File: config.mk
export PLATFORM = sky130hd
export DESIGN_NAME = pmnps_ram
export DESIGN_NICKNAME = d
export VERILOG_FILES = /design/src/hw/rtl/pair_matrix_next_pending_scan_core_assert.svh /design/src/hw/rtl/pmnps_ram.sv
export SDC_FILE = /design/constraint.sdc
export NUM_CORES = 1
export LEC_CHECK = 0
export ABC_AREA = 0
export BUFFER_PORTS_ARGS = -buffer_cell sky130_fd_sc_hd__buf_2
export CAP_MARGIN = 0
export CORE_ASPECT_RATIO = 1.5
export CORE_MARGIN = 10
export CORE_UTILIZATION = 55
export CTS_BUF_LIST = sky130_fd_sc_hd__clkbuf_4
export DETAILED_ROUTE_END_ITERATION = 6
export PLACE_DENSITY_LB_ADDON = 0.2
export SYNTH_ARGS = -nofsm -noshare
export SYNTH_HDL_FRONTEND = slang
export SYNTH_SLANG_ARGS = --single-unit
File: constraint.sdc
create_clock -name clk -period 3.45 [get_ports clk]
set_clock_uncertainty 0.2 [all_clocks]
set_input_delay 0.345 -clock clk [delete_from_list [all_inputs] [get_ports clk]]
set_output_delay 0.345 -clock clk [all_outputs]
set_load 0.005 [all_outputs]
File: src/hw/rtl/pair_matrix_next_pending_scan_core_assert.svh
// Assertion macros for the pair matrix scan core.
`ifndef PAIR_MATRIX_NEXT_PENDING_SCAN_CORE_ASSERT_SVH
`define PAIR_MATRIX_NEXT_PENDING_SCAN_CORE_ASSERT_SVH

// Same-cycle implication, checked out of reset.
`define PMNPS_ASSERT_IMP(label, ante, cons) \
  label: assert property (@(posedge clk) disable iff (!rst_n) (ante) |-> (cons)) \
    else $error("pmnps assertion failed");

// Next-cycle implication, checked out of reset.
`define PMNPS_ASSERT_NXT(label, ante, cons) \
  label: assert property (@(posedge clk) disable iff (!rst_n) (ante) |=> (cons)) \
    else $error("pmnps assertion failed");

`endif

File: src/hw/rtl/pmnps_ram.sv
// Generic single-write, single-read RAM with registered read data.
module pmnps_ram #(
  parameter int unsigned WIDTH = 8,
  parameter int unsigned DEPTH = 16
) (
  input  logic                     clk,
  input  logic                     we,
  input  logic [$clog2(DEPTH)-1:0] waddr,
  input  logic [WIDTH-1:0]         wdata,
  input  logic                     re,
  input  logic [$clog2(DEPTH)-1:0] raddr,
  output logic [WIDTH-1:0]         rdata
);

  logic [WIDTH-1:0] mem [DEPTH];

  always_ff @(posedge clk) begin
    if (we) mem[waddr] <= wdata;
    if (re) rdata <= mem[raddr];
  end

endmodule

-- Yosys cells after proc, flatten, opt, wreduce, memory -nomap -nowiden
Memories as Yosys holds them, arrays and structs flattened. A register that Yosys moved wholly into a read port is not among the register bits.
Index checks and enable logic that the tools add are counted.
- register bits: 0
- memory bits (writable): 128
- input bits: 19
- output and inout bits: 8
- word-level logic and storage cells: 3
- memories: 1
- muxes and demuxes: 2
- memories (memory ; words ; width ; read ports ; clocked after memory_dff ; wr ports ; RTL line ; source):
    mem ; 16 ; 8 ; 1 ; 1 ; 1 ; pmnps_ram.sv:15 ; logic [WIDTH-1:0] mem [DEPTH];
- operator list (cell ; number):
    $mux W1 ; 2

-- Depth between registers and ports, before layout
Gate-level depths: netlist of run 1.
- depth in word-level cells: 2
- gate-level depth with buffers: 5
- gate-level depth less buffers: 3

-- Worst setup path after synthesis of run 1
OpenSTA, ideal clock, no wires.
- path type: input to register
- from: input waddr[2]
- to: memory mem[0][0], enable pin
- setup time: 383 ps
- arrival: 1455 ps
- required time: 2867 ps
- slack: 1412 ps
- stages: 2
- cells stage by stage: or3b_2 -> nor3_1
- RTL lines (element ; RTL line ; source):
    from (decl) ; pmnps_ram.sv:8 ; input logic [$clog2(DEPTH)-1:0] waddr,
    to (decl) ; pmnps_ram.sv:15 ;
No word-level cell before the write port.

==> impl_metrics.yaml, run 1 <==
route:
  detail_route.wirelength_mm: 9.86
  met3_length_um: 568
  drtAntennaViolNets: 0
  drtIter0Drc: 212
  post-route-drc-count: 0
  wirelength_met1_mm: 4.02
  dr_wl_met2_mm: 5.20
  drt-wirelength-per-cell_um: 24.5
  maxUsedRoutingLayer: "met4"
  dr.pass1.iters: 5
  detailroute.via_count: 2460
  vias_per_cell: 6.10
cts:
  clock_tree_from_tritoncts: "done"
  htree_num_levels: 4
  cts-root-buf: "sky130_fd_sc_hd__clkbuf_4"
  path_clk_slew_ns: 0.10
  cts_sinks: 136
  cts.repair.resized: 0
  clock_path_buffers: 2
  cts_inserted_buffers: 17
  clock_insertion_delay_worst_skew_ns: 0.51
  post-cts-setup-buffer-count: 0
yosys:
  synthXorXnorAreaFrac_pct: 0
  synthesis.instances: 229
  yosys.area.top_type: "sky130_fd_sc_hd__edfxtp_1"
  synth_simple_gate_area_share_pct: 3.14
  synth_async_reset_ratio_pct: 0
  fraction_of_the_mapped_netlist_area_in_compound_gates_pct: 2.30
  yosys-top-cells-area: "sky130_fd_sc_hd__edfxtp_1, sky130_fd_sc_hd__mux4_2, sky130_fd_sc_hd__mux4_1"
  synthMostInstantiatedCell: "sky130_fd_sc_hd__edfxtp_1"
  yosys_warnings: 0
  yosys.area_share.adder_pct: 0
  yosys_most_used_dff: "sky130_fd_sc_hd__edfxtp_1"
  mappedNetlistNets: 248
  postSynthAreaPerCell_um2: 22.8
  syn-cell-area_um2: 5230
  yosysTopAreaCellShare_pct: 78.1
  number_of_enable_flip_flop_cells_after_synthesis: 136
  main_combinational_cell_family_by_area_after_synthesis: "multiplexers"
  ys_ff_latch: 136
  synthMuxAreaShare_pct: 14.8
  synth_common_cells: "sky130_fd_sc_hd__edfxtp_1, sky130_fd_sc_hd__mux4_2, sky130_fd_sc_hd__a22oi_1"
  count_of_cell_types_in_the_netlist: 18
  register_area_share_after_synthesis_pct: 78.1
critical_path:
  startpoint_type: "input port"
  critical_path.slowest_cell: "sky130_fd_sc_hd__mux4_2"
  critical-path-top-delay-family: "buffers and inverters"
  setup.worst_path.class: "in -> reg"
  cp_cell_sequence: "buf_2 -> buf_12 -> mux4_2 -> a22oi_1 -> nand2_1"
  worst-path-buf-inv: 2
  worst_ep_arrival_time_ns: 1.89
  cp.depth: 5
  ff2ff_setup_slack_ns: 1.73
  cp_data_required_time_ns: 3.52
  setup.worst_path.end_class: "flip-flop"
  cp_slowest_stage_delay_ns: 0.52
  reg2regPathDepth: 3
  timing.critical_path.fanout_max: 18
floorplan:
  fp-row-count: 43
  die_y_um: 139
  dieWidth_um: 99.6
  floorplan.die_area_um2: 13900
  initial_core_util_pct: 56.5
  io_pins: 27
  core_region_area_um2: 9250
cells_and_area:
  final_net_count: 298
  layout_cells_excl_fill: 403
  post_route_cells_drive_above_1_share_pct: 27.1
  layout_stage_area_growth_over_the_synthesis_result_pct: 11.3
  diodes: 0
power:
  post-layout-total-power_mw: 2.99
  power.density_nw_per_um2: 514
  vdd.ir_drop.worst_mv: 0.318
  total_leakage_power_nw: 1.93
timing:
  final_period_minus_worst_setup_slack_ns: 1.83
  setup-violations-final: 0
  finalSetupTns_ns: 0
  grt_setup_unrepaired: "no"
  period_share_pct: 53.0
  maxClockFrequency_mhz: 547
  actual_slew_at_the_worst_max_slew_pin_ns: 0.995
  worst_slack_ns: 1.62
  max-slew-margin-rel_pct: 33.4
  maxSlewViolCount: 0
  timing_hold_violations_final: 0
worst_hold_path:
  hold_path_depth: 3
  hold_class: "in -> reg"
placement:
  pre_cts_ws_ns: 1.09
  detailedPlacementHpwl_mm: 6.32
  place_congestion: 0.735
  place.detailed.instances: 363
  port_buffers: 26
global_route:
  number_of_antenna_violations_at_the_first_check_in_global_routing: 0
  grt_start_max_net_pins: 33
  grt_pass1_wl_mm: 15.1
  grtUsageTotal_pct: 14.7
  first_global_vias: 2536
  grt-ovfl-total: 0
run_status:
  outcome: "completed"
flow_run:
  max_cap_viol_count: 0
## placed cells by master (no fill, tap or decap), drive strengths merged
cell	Yosys	final
edfxtp	136	136
buf	7	32
mux4	32	32
clkbuf	0	20
a22oi	16	16
nor2	13	13
nand2	9	9
dlygate4sd3	0	9
clkinv	0	8
nor3	4	4
nand3b	2	2
nand2b	2	2
bufinv	0	2
nor2b	1	1
and2	1	1
and2b	1	1
nand3	1	1
or3b	1	1
clkinvlp	0	1
## where the power goes
group	switching (mW)	internal, mW	leakage (nW)
clock	0.515	0.439	0.145
combinational	0.0949	0.0740	0.547
sequential	0.00950	1.86	1.24
## final timing paths
| path | from | end |
|---|---|---|
| hold reg to reg | mem[7][3] | rdata[3] |
| setup reg to reg | mem[5][2] | rdata[2] |
| setup / recovery | raddr[0] | rdata[6] |
| hold / removal | waddr[0] | mem[0][2] |
## sequential cells by signal, summed over array words and instances, names as in the netlist
signal,cells
mem,128
rdata,8
## per-layer routing
metal	global-route usage, %	vias up
li1	-	1093
met1	18.1	1264
met2	23.6	97
met3	5.30	6
met4	4.62	0
met5	0	-
## tightest hold or removal path: cells and delay by family
kind	cells	cell delay, ns
buffers and inverters	2	0.29
AND/OR/NAND/NOR	1	0.08
## metrics by stage
step                      utilization [%]  instance area, um2  hold WS (ns)
after floorplan                         -                5230         0.244
after global placement               59.1                5470         0.513
after detailed placement             59.1                5470         0.531
after CTS                            62.9                5820         0.119
after global routing                 62.9                5820         0.136
final                                62.9                5820         0.181
## layout make-up
cell class | count | area, um2
clock buffers | 20 | 150
clock inverters | 11 | 108
fillers | 656 | 3440
multi-input cells | 83 | 1060
flip-flops and latches | 136 | 4080
well taps | 112 | 140
repair buffers | 41 | 278
## repair_timing
action	in CTS	in global routing
hold endpoints to repair	136	0
hold buffers	9	0
setup endpoints to repair	0	0
## logic make-up after synthesis
group,after synthesis
AOI/OAI and AO/OA,16
DFF,136
muxes,32
and+or+nand+nor,35
buffers and inverters,10
No activity file was read; power rests on OpenSTA's default activity.
==> run 2, diff against run 1 <==
==> constraint.sdc (replaced) <==
create_clock -name clk -period 1.7 [get_ports clk]
set_clock_uncertainty 0.2 [all_clocks]
set_input_delay 0.17 -clock clk [delete_from_list [all_inputs] [get_ports clk]]
set_output_delay 0.17 -clock clk [all_outputs]
set_load 0.005 [all_outputs]
==> run 2 against run 1 <==
Compared with the run above:
- clock power grew 120%
- critical path type is now reg -> reg
- combinational power grew 130%
- sequential power is 100% higher
- total power up 110%
- global-route usage is 0.46 points higher
- via count is 1.9% higher
- largest power group unchanged
- critical path depth fell by 2
- core utilization is 2.9 points higher
- wire length fell by 0.71%
- highest routed layer unchanged
==> impl_metrics.yaml, run 2 (synthesis results as in run 1) <==
cells_and_area:
  largest_register_ff_count: 128
  multi_input_combinational_cell_area_um2: 1090
  max_flop_register: "mem"
  post_route_cells_drive_above_1_share_pct: 34.7
  reg.largest.list: "mem x128, rdata x8"
  final-seq-area_um2: 4080
  fillers: 621
  layout_stage_area_growth_over_the_synthesis_result_pct: 16.5
  most-common-layout-cells: "sky130_fd_sc_hd__edfxtp_1, sky130_fd_sc_hd__buf_2, sky130_fd_sc_hd__buf_4"
  layout_cells_excl_fill: 430
  layout.cells.most_common: "sky130_fd_sc_hd__edfxtp_1"
  final_net_count: 323
timing:
  worst_slack_ns: 0.0386
  grt_setup_unrepaired: "yes"
  period_share_pct: 97.7
  final_period_minus_worst_setup_slack_ns: 1.66
  finalSetupTns_ns: 0
  setup-violations-final: 0
  maxClockFrequency_mhz: 602
  timing_hold_violations_final: 0
  actual_slew_at_the_worst_max_slew_pin_ns: 0.905
  maxSlewViolCount: 0
  max-slew-margin-rel_pct: 39.5
route:
  drtAntennaViolNets: 0
  drtIter0Drc: 218
  drt-wirelength-per-cell_um: 22.8
  detail_route.wirelength_mm: 9.79
  dr.pass1.iters: 4
  post-route-drc-count: 0
  vias_per_cell: 5.83
  detailroute.via_count: 2507
critical_path:
  setup.worst_path.end_class: "flip-flop"
  cp_data_required_time_ns: 1.77
  startpoint_type: "flip-flop"
  timing.critical_path.fanout_max: 1
  setup.worst_path.class: "reg -> reg"
  worst_ep_arrival_time_ns: 1.73
power:
  post-layout-total-power_mw: 6.23
  power.density_nw_per_um2: 1020
  vdd.ir_drop.worst_mv: 0.832
  total_leakage_power_nw: 2.08
global_route:
  first_global_vias: 2679
  grt_start_max_net_pins: 21
  grtUsageTotal_pct: 15.2
  grt_pass1_wl_mm: 15.5
  grt-ovfl-total: 0
  number_of_antenna_violations_at_the_first_check_in_global_routing: 1
placement:
  place_congestion: 0.762
  detailedPlacementHpwl_mm: 6.59
  pre_cts_ws_ns: -0.178
  port_buffers: 26
  place.detailed.instances: 386
floorplan:
  io_pins: 27
  floorplan.die_area_um2: 13900
  dieWidth_um: 99.6
  core_region_area_um2: 9250
  fp-row-count: 43
  initial_core_util_pct: 56.5
  die_y_um: 139
cts:
  post-cts-setup-buffer-count: 0
  cts_sinks: 136
  path_clk_slew_ns: 0.11
  clock_path_buffers: 2
  htree_num_levels: 4
  clock_insertion_delay_worst_skew_ns: 0.52
  cts_inserted_buffers: 17
  clock_tree_from_tritoncts: "done"
  cts-root-buf: "sky130_fd_sc_hd__clkbuf_4"
run_status:
  outcome: "completed"
worst_hold_path:
  hold_class: "in -> reg"
flow_run:
  max_cap_viol_count: 0
run 2: cell count changes in the layout (fill, tap and decap cells not counted), moves of 2 or more:
cell	delta
sky130_fd_sc_hd__clkinv_2	+2
sky130_fd_sc_hd__a22oi_2	+6
sky130_fd_sc_hd__buf_4	+21
sky130_fd_sc_hd__buf_12	+2
sky130_fd_sc_hd__dlygate4sd3_1	+2
sky130_fd_sc_hd__a22oi_1	-6
run 2: area by class of cell:
type,instances,area share [%]
flip-flops and latches,136,67.1
multi-input cells,83,17.9
repair buffers,66,8.14
clock buffers,19,2.34
well taps,112,2.30
clock inverters,13,2.22
diodes,1,0.0411
run 2: power by group:
part	switching (mW)	internal (mW)	total [mW]	leakage, nW
Combinational	0.202	0.179	0.382	0.685
Clock	1.05	1.02	2.06	0.160
Sequential	0.0191	3.77	3.79	1.24
Total	1.27	4.97	6.23	2.08
run 2: through the flow:
| stage | hold WS, ns | utilization, % | instance area (um2) |
|---|---|---|---|
| after global routing | 0.0560 | 65.8 | 6090 |
| after CTS | 0.0512 | 65.5 | 6060 |
| after detailed placement | 0.354 | 61.3 | 5670 |
| final | 0.0970 | 65.8 | 6090 |
| after global placement | 0.350 | 61.3 | 5670 |
| after floorplan | 0.0689 | - | 5230 |
run 2: worst paths after layout:
kind         startpoint         to  slack [ns]  depth (start not counted)
max           mem[0][3]   rdata[3]        0.04                          3
min            waddr[2]  mem[0][7]         0.1                          4
max reg2reg   mem[0][3]   rdata[3]        0.04                          3
min reg2reg  mem[12][4]   rdata[4]        0.56                          3
run 2: timing repair:
| item | 4_1_cts | 5_1_grt |
|---|---|---|
| setup endpoints to repair | 0 | 5 |
| hold endpoints to repair | 160 | 0 |
| gates resized for setup | 0 | 7 |
| hold buffers | 11 | 0 |
run 2: critical path, cell delays in order, from the launching register on:
cell and delay [ns]:
sky130_fd_sc_hd__edfxtp_1 0.41, sky130_fd_sc_hd__mux4_1 0.49, sky130_fd_sc_hd__a22oi_1 0.23, sky130_fd_sc_hd__nand2_1 0.09
run 2: layer usage:
layer / wire length (um) / track usage (%) / up-vias / share of wire [%]
li1: - / - / 1136 / -
met1: 3870 / 17.7 / 1277 / 40
met2: 5240 / 25.1 / 83 / 54
met3: 537 / 5.10 / 11 / 5.5
met4: 138 / 5.90 / 0 / 1.4
met5: 0 / 0 / - / 0
==> run 3, diff against run 2 <==
--- a/config.mk
+++ b/config.mk
@@ -8,7 +8,6 @@
 export ABC_AREA = 0
 export BUFFER_PORTS_ARGS = -buffer_cell sky130_fd_sc_hd__buf_2
 export CAP_MARGIN = 0
-export CORE_ASPECT_RATIO = 1.5
 export CORE_MARGIN = 10
 export CORE_UTILIZATION = 55
 export CTS_BUF_LIST = sky130_fd_sc_hd__clkbuf_4
==> run 3 against run 2 <==
Compared with the run above:
- cell area up 0.23%
- non-clock buffer count shrank 4
- clock-buffer cell count fell by 1
- largest cell class unchanged
- combinational power is 1% higher
- register-to-register slack about the same
- first-iteration DRC count decreased by 16%
- critical path depth did not move
- core utilization grew 0.25 points
- wire length is 1.2% lower
- die area is 0.58% lower
- highest routed layer unchanged
- via count shrank 0.76%
==> impl_metrics.yaml, run 3 (synthesis results as in run 1) <==
run_status:
  outcome: "completed"
global_route:
  grt-ovfl-total: 0
  grt_pass1_wl_mm: 15.4
  number_of_antenna_violations_at_the_first_check_in_global_routing: 0
  grt_start_max_net_pins: 22
  grtUsageTotal_pct: 14.9
  first_global_vias: 2622
power:
  clockPowerShare_pct: 33.7
  power.internal_mw: 4.98
  total_switching_power_mw: 1.32
  post-layout-total-power_mw: 6.30
  total_leakage_power_nw: 2.06
  vdd.ir_drop.worst_mv: 0.560
  power.density_nw_per_um2: 1030
  switch_share_pct: 21.0
  power.sequential.fraction_pct: 60.1
  pwr-share-comb_pct: 6.1
worst_hold_path:
  hold_class: "in -> reg"
  hold_path_depth: 4
  min_delay_worst_endpoint: "mem[0][0]"
  min-delay-start: "waddr[3]"
route:
  vias_per_cell: 5.64
  detail_route.wirelength_mm: 9.67
  drt-wirelength-per-cell_um: 21.9
  drtIter0Drc: 184
  drtAntennaViolNets: 0
  dr.pass1.iters: 4
  detailroute.via_count: 2488
  post-route-drc-count: 0
critical_path:
  reg2regPathDepth: 3
  cp_data_required_time_ns: 1.76
  worst_ep_arrival_time_ns: 1.71
  cp_slowest_stage_delay_ns: 0.54
  r2r-start: "mem[2][5]"
  setup.worst_path.end_class: "flip-flop"
  startpoint_type: "flip-flop"
  ff2ff_setup_slack_ns: 0.05
  worst_r2r_endpoint: "rdata[5]"
  critical_path.slowest_cell: "sky130_fd_sc_hd__mux4_1"
  timing.critical_path.fanout_max: 1
  cp_cell_sequence: "mux4_1 -> a22oi_1 -> nand2_1"
  setup.worst_path.class: "reg -> reg"
cts:
  cts-root-buf: "sky130_fd_sc_hd__clkbuf_4"
  cts_sinks: 136
  post-cts-setup-buffer-count: 0
  clock_path_buffers: 2
  htree_num_levels: 4
  path_clk_slew_ns: 0.11
  clock_tree_from_tritoncts: "done"
  cts_inserted_buffers: 17
  clock_insertion_delay_worst_skew_ns: 0.50
timing:
  maxSlewViolCount: 0
  actual_slew_at_the_worst_max_slew_pin_ns: 0.833
  grt_setup_unrepaired: "no"
  final_period_minus_worst_setup_slack_ns: 1.65
  finalSetupTns_ns: 0
  worst_slack_ns: 0.0450
  maxClockFrequency_mhz: 604
  hold-worst-slack_ns: 0.123
  max-slew-margin-rel_pct: 44.4
  setup-violations-final: 0
  period_share_pct: 97.4
  timing_hold_violations_final: 0
cells_and_area:
  reg.largest.list: "mem x128, rdata x8"
  diodes: 0
  largest_register_ff_count: 128
  design_area_um2: 6100
  post_route_cells_drive_above_1_share_pct: 34.6
  final_net_count: 319
  fillers: 598
  most-common-layout-cells: "sky130_fd_sc_hd__edfxtp_1, sky130_fd_sc_hd__buf_2, sky130_fd_sc_hd__buf_4"
  layout.cells.most_common: "sky130_fd_sc_hd__edfxtp_1"
  layout_stage_area_growth_over_the_synthesis_result_pct: 16.7
  max_flop_register: "mem"
floorplan:
  die_y_um: 117
  initial_core_util_pct: 56.6
  dieWidth_um: 117
  fp-row-count: 35
  io_pins: 27
  core_region_area_um2: 9240
  floorplan.die_area_um2: 13800
placement:
  post_dp_cell_area_um2: 5680
  place_congestion: 0.740
  pre_cts_ws_ns: -0.291
  detailedPlacementHpwl_mm: 6.53
  port_buffers: 26
flow_run:
  max_cap_viol_count: 0
## run 3: cell types whose count changed in the layout (fill, tap and decap cells not counted)
cell and delta:
sky130_fd_sc_hd__clkinv_4 +2, sky130_fd_sc_hd__clkbuf_4 -1, sky130_fd_sc_hd__diode_2 -1, sky130_fd_sc_hd__clkinvlp_4 +2, sky130_fd_sc_hd__inv_6 +1, sky130_fd_sc_hd__clkinv_2 -2, sky130_fd_sc_hd__clkinv_1 -3, sky130_fd_sc_hd__buf_4 -5
sky130_fd_sc_hd__buf_12 +1
## run 3: stage by stage
stage,std cells,utilization [%]
floorplan,229,-
global placement,399,61.4
detailed placement,399,61.4
CTS,441,65.8
global route,441,66.0
finish,441,66.0
## run 3: power groups by stage
stage	sequential (mW)	combinational [mW]	clock, mW
3_5_place_dp	3.87	0.365	0
4_1_cts	3.79	0.388	2.18
2_1_floorplan	3.86	0.191	0
3_3_place_gp	3.87	0.358	0
6_report	3.79	0.387	2.12
5_1_grt	3.80	0.423	2.34
## run 3: layout make-up
type / instances / area (um2) / area share [%]
Multi-Input combinational cell: 83 / 1090 / 17.8
Clock buffer: 18 / 135 / 2.21
Timing Repair Buffer: 62 / 478 / 7.83
Clock inverter: 13 / 155 / 2.54
Tap cell: 129 / 161 / 2.65
Sequential cell: 136 / 4080 / 66.9
## run 3: metal layers
layer  part of all wire, %  GRT usage [%]  vias to the layer above
li1                      -              -                     1125
met1                    42           20.0                     1258
met4                  0.93           5.33                        0
met2                    49           22.3                       96
met5                     0              0                        -
met3                   8.1           4.84                        9
## run 3: worst max path at each step
stage / to / cells after the start / from
5_1_grt: rdata[5] / 3 / mem[1][5]
2_1_floorplan: rdata[1] / 5 / raddr[0]
3_3_place_gp: rdata[7] / 6 / raddr[0]
3_5_place_dp: rdata[7] / 6 / raddr[0]
4_1_cts: rdata[7] / 3 / mem[11][7]
6_report: rdata[5] / 3 / mem[2][5]
## run 3: worst max-delay path, delay by kind of cell (launching register included)
kind / cells / cell delay [ns]
AO/OA/AOI/OAI: 1 / 0.23
flip-flops: 1 / 0.37
multiplexers: 1 / 0.54
AND/OR/NAND/NOR: 1 / 0.07
## run 3: timing repair
action                                 CTS  global route
setup endpoints to repair                1             5
hold buffers                            11             0
endpoints found under the hold margin  162             0
gates resized for setup                  1             6
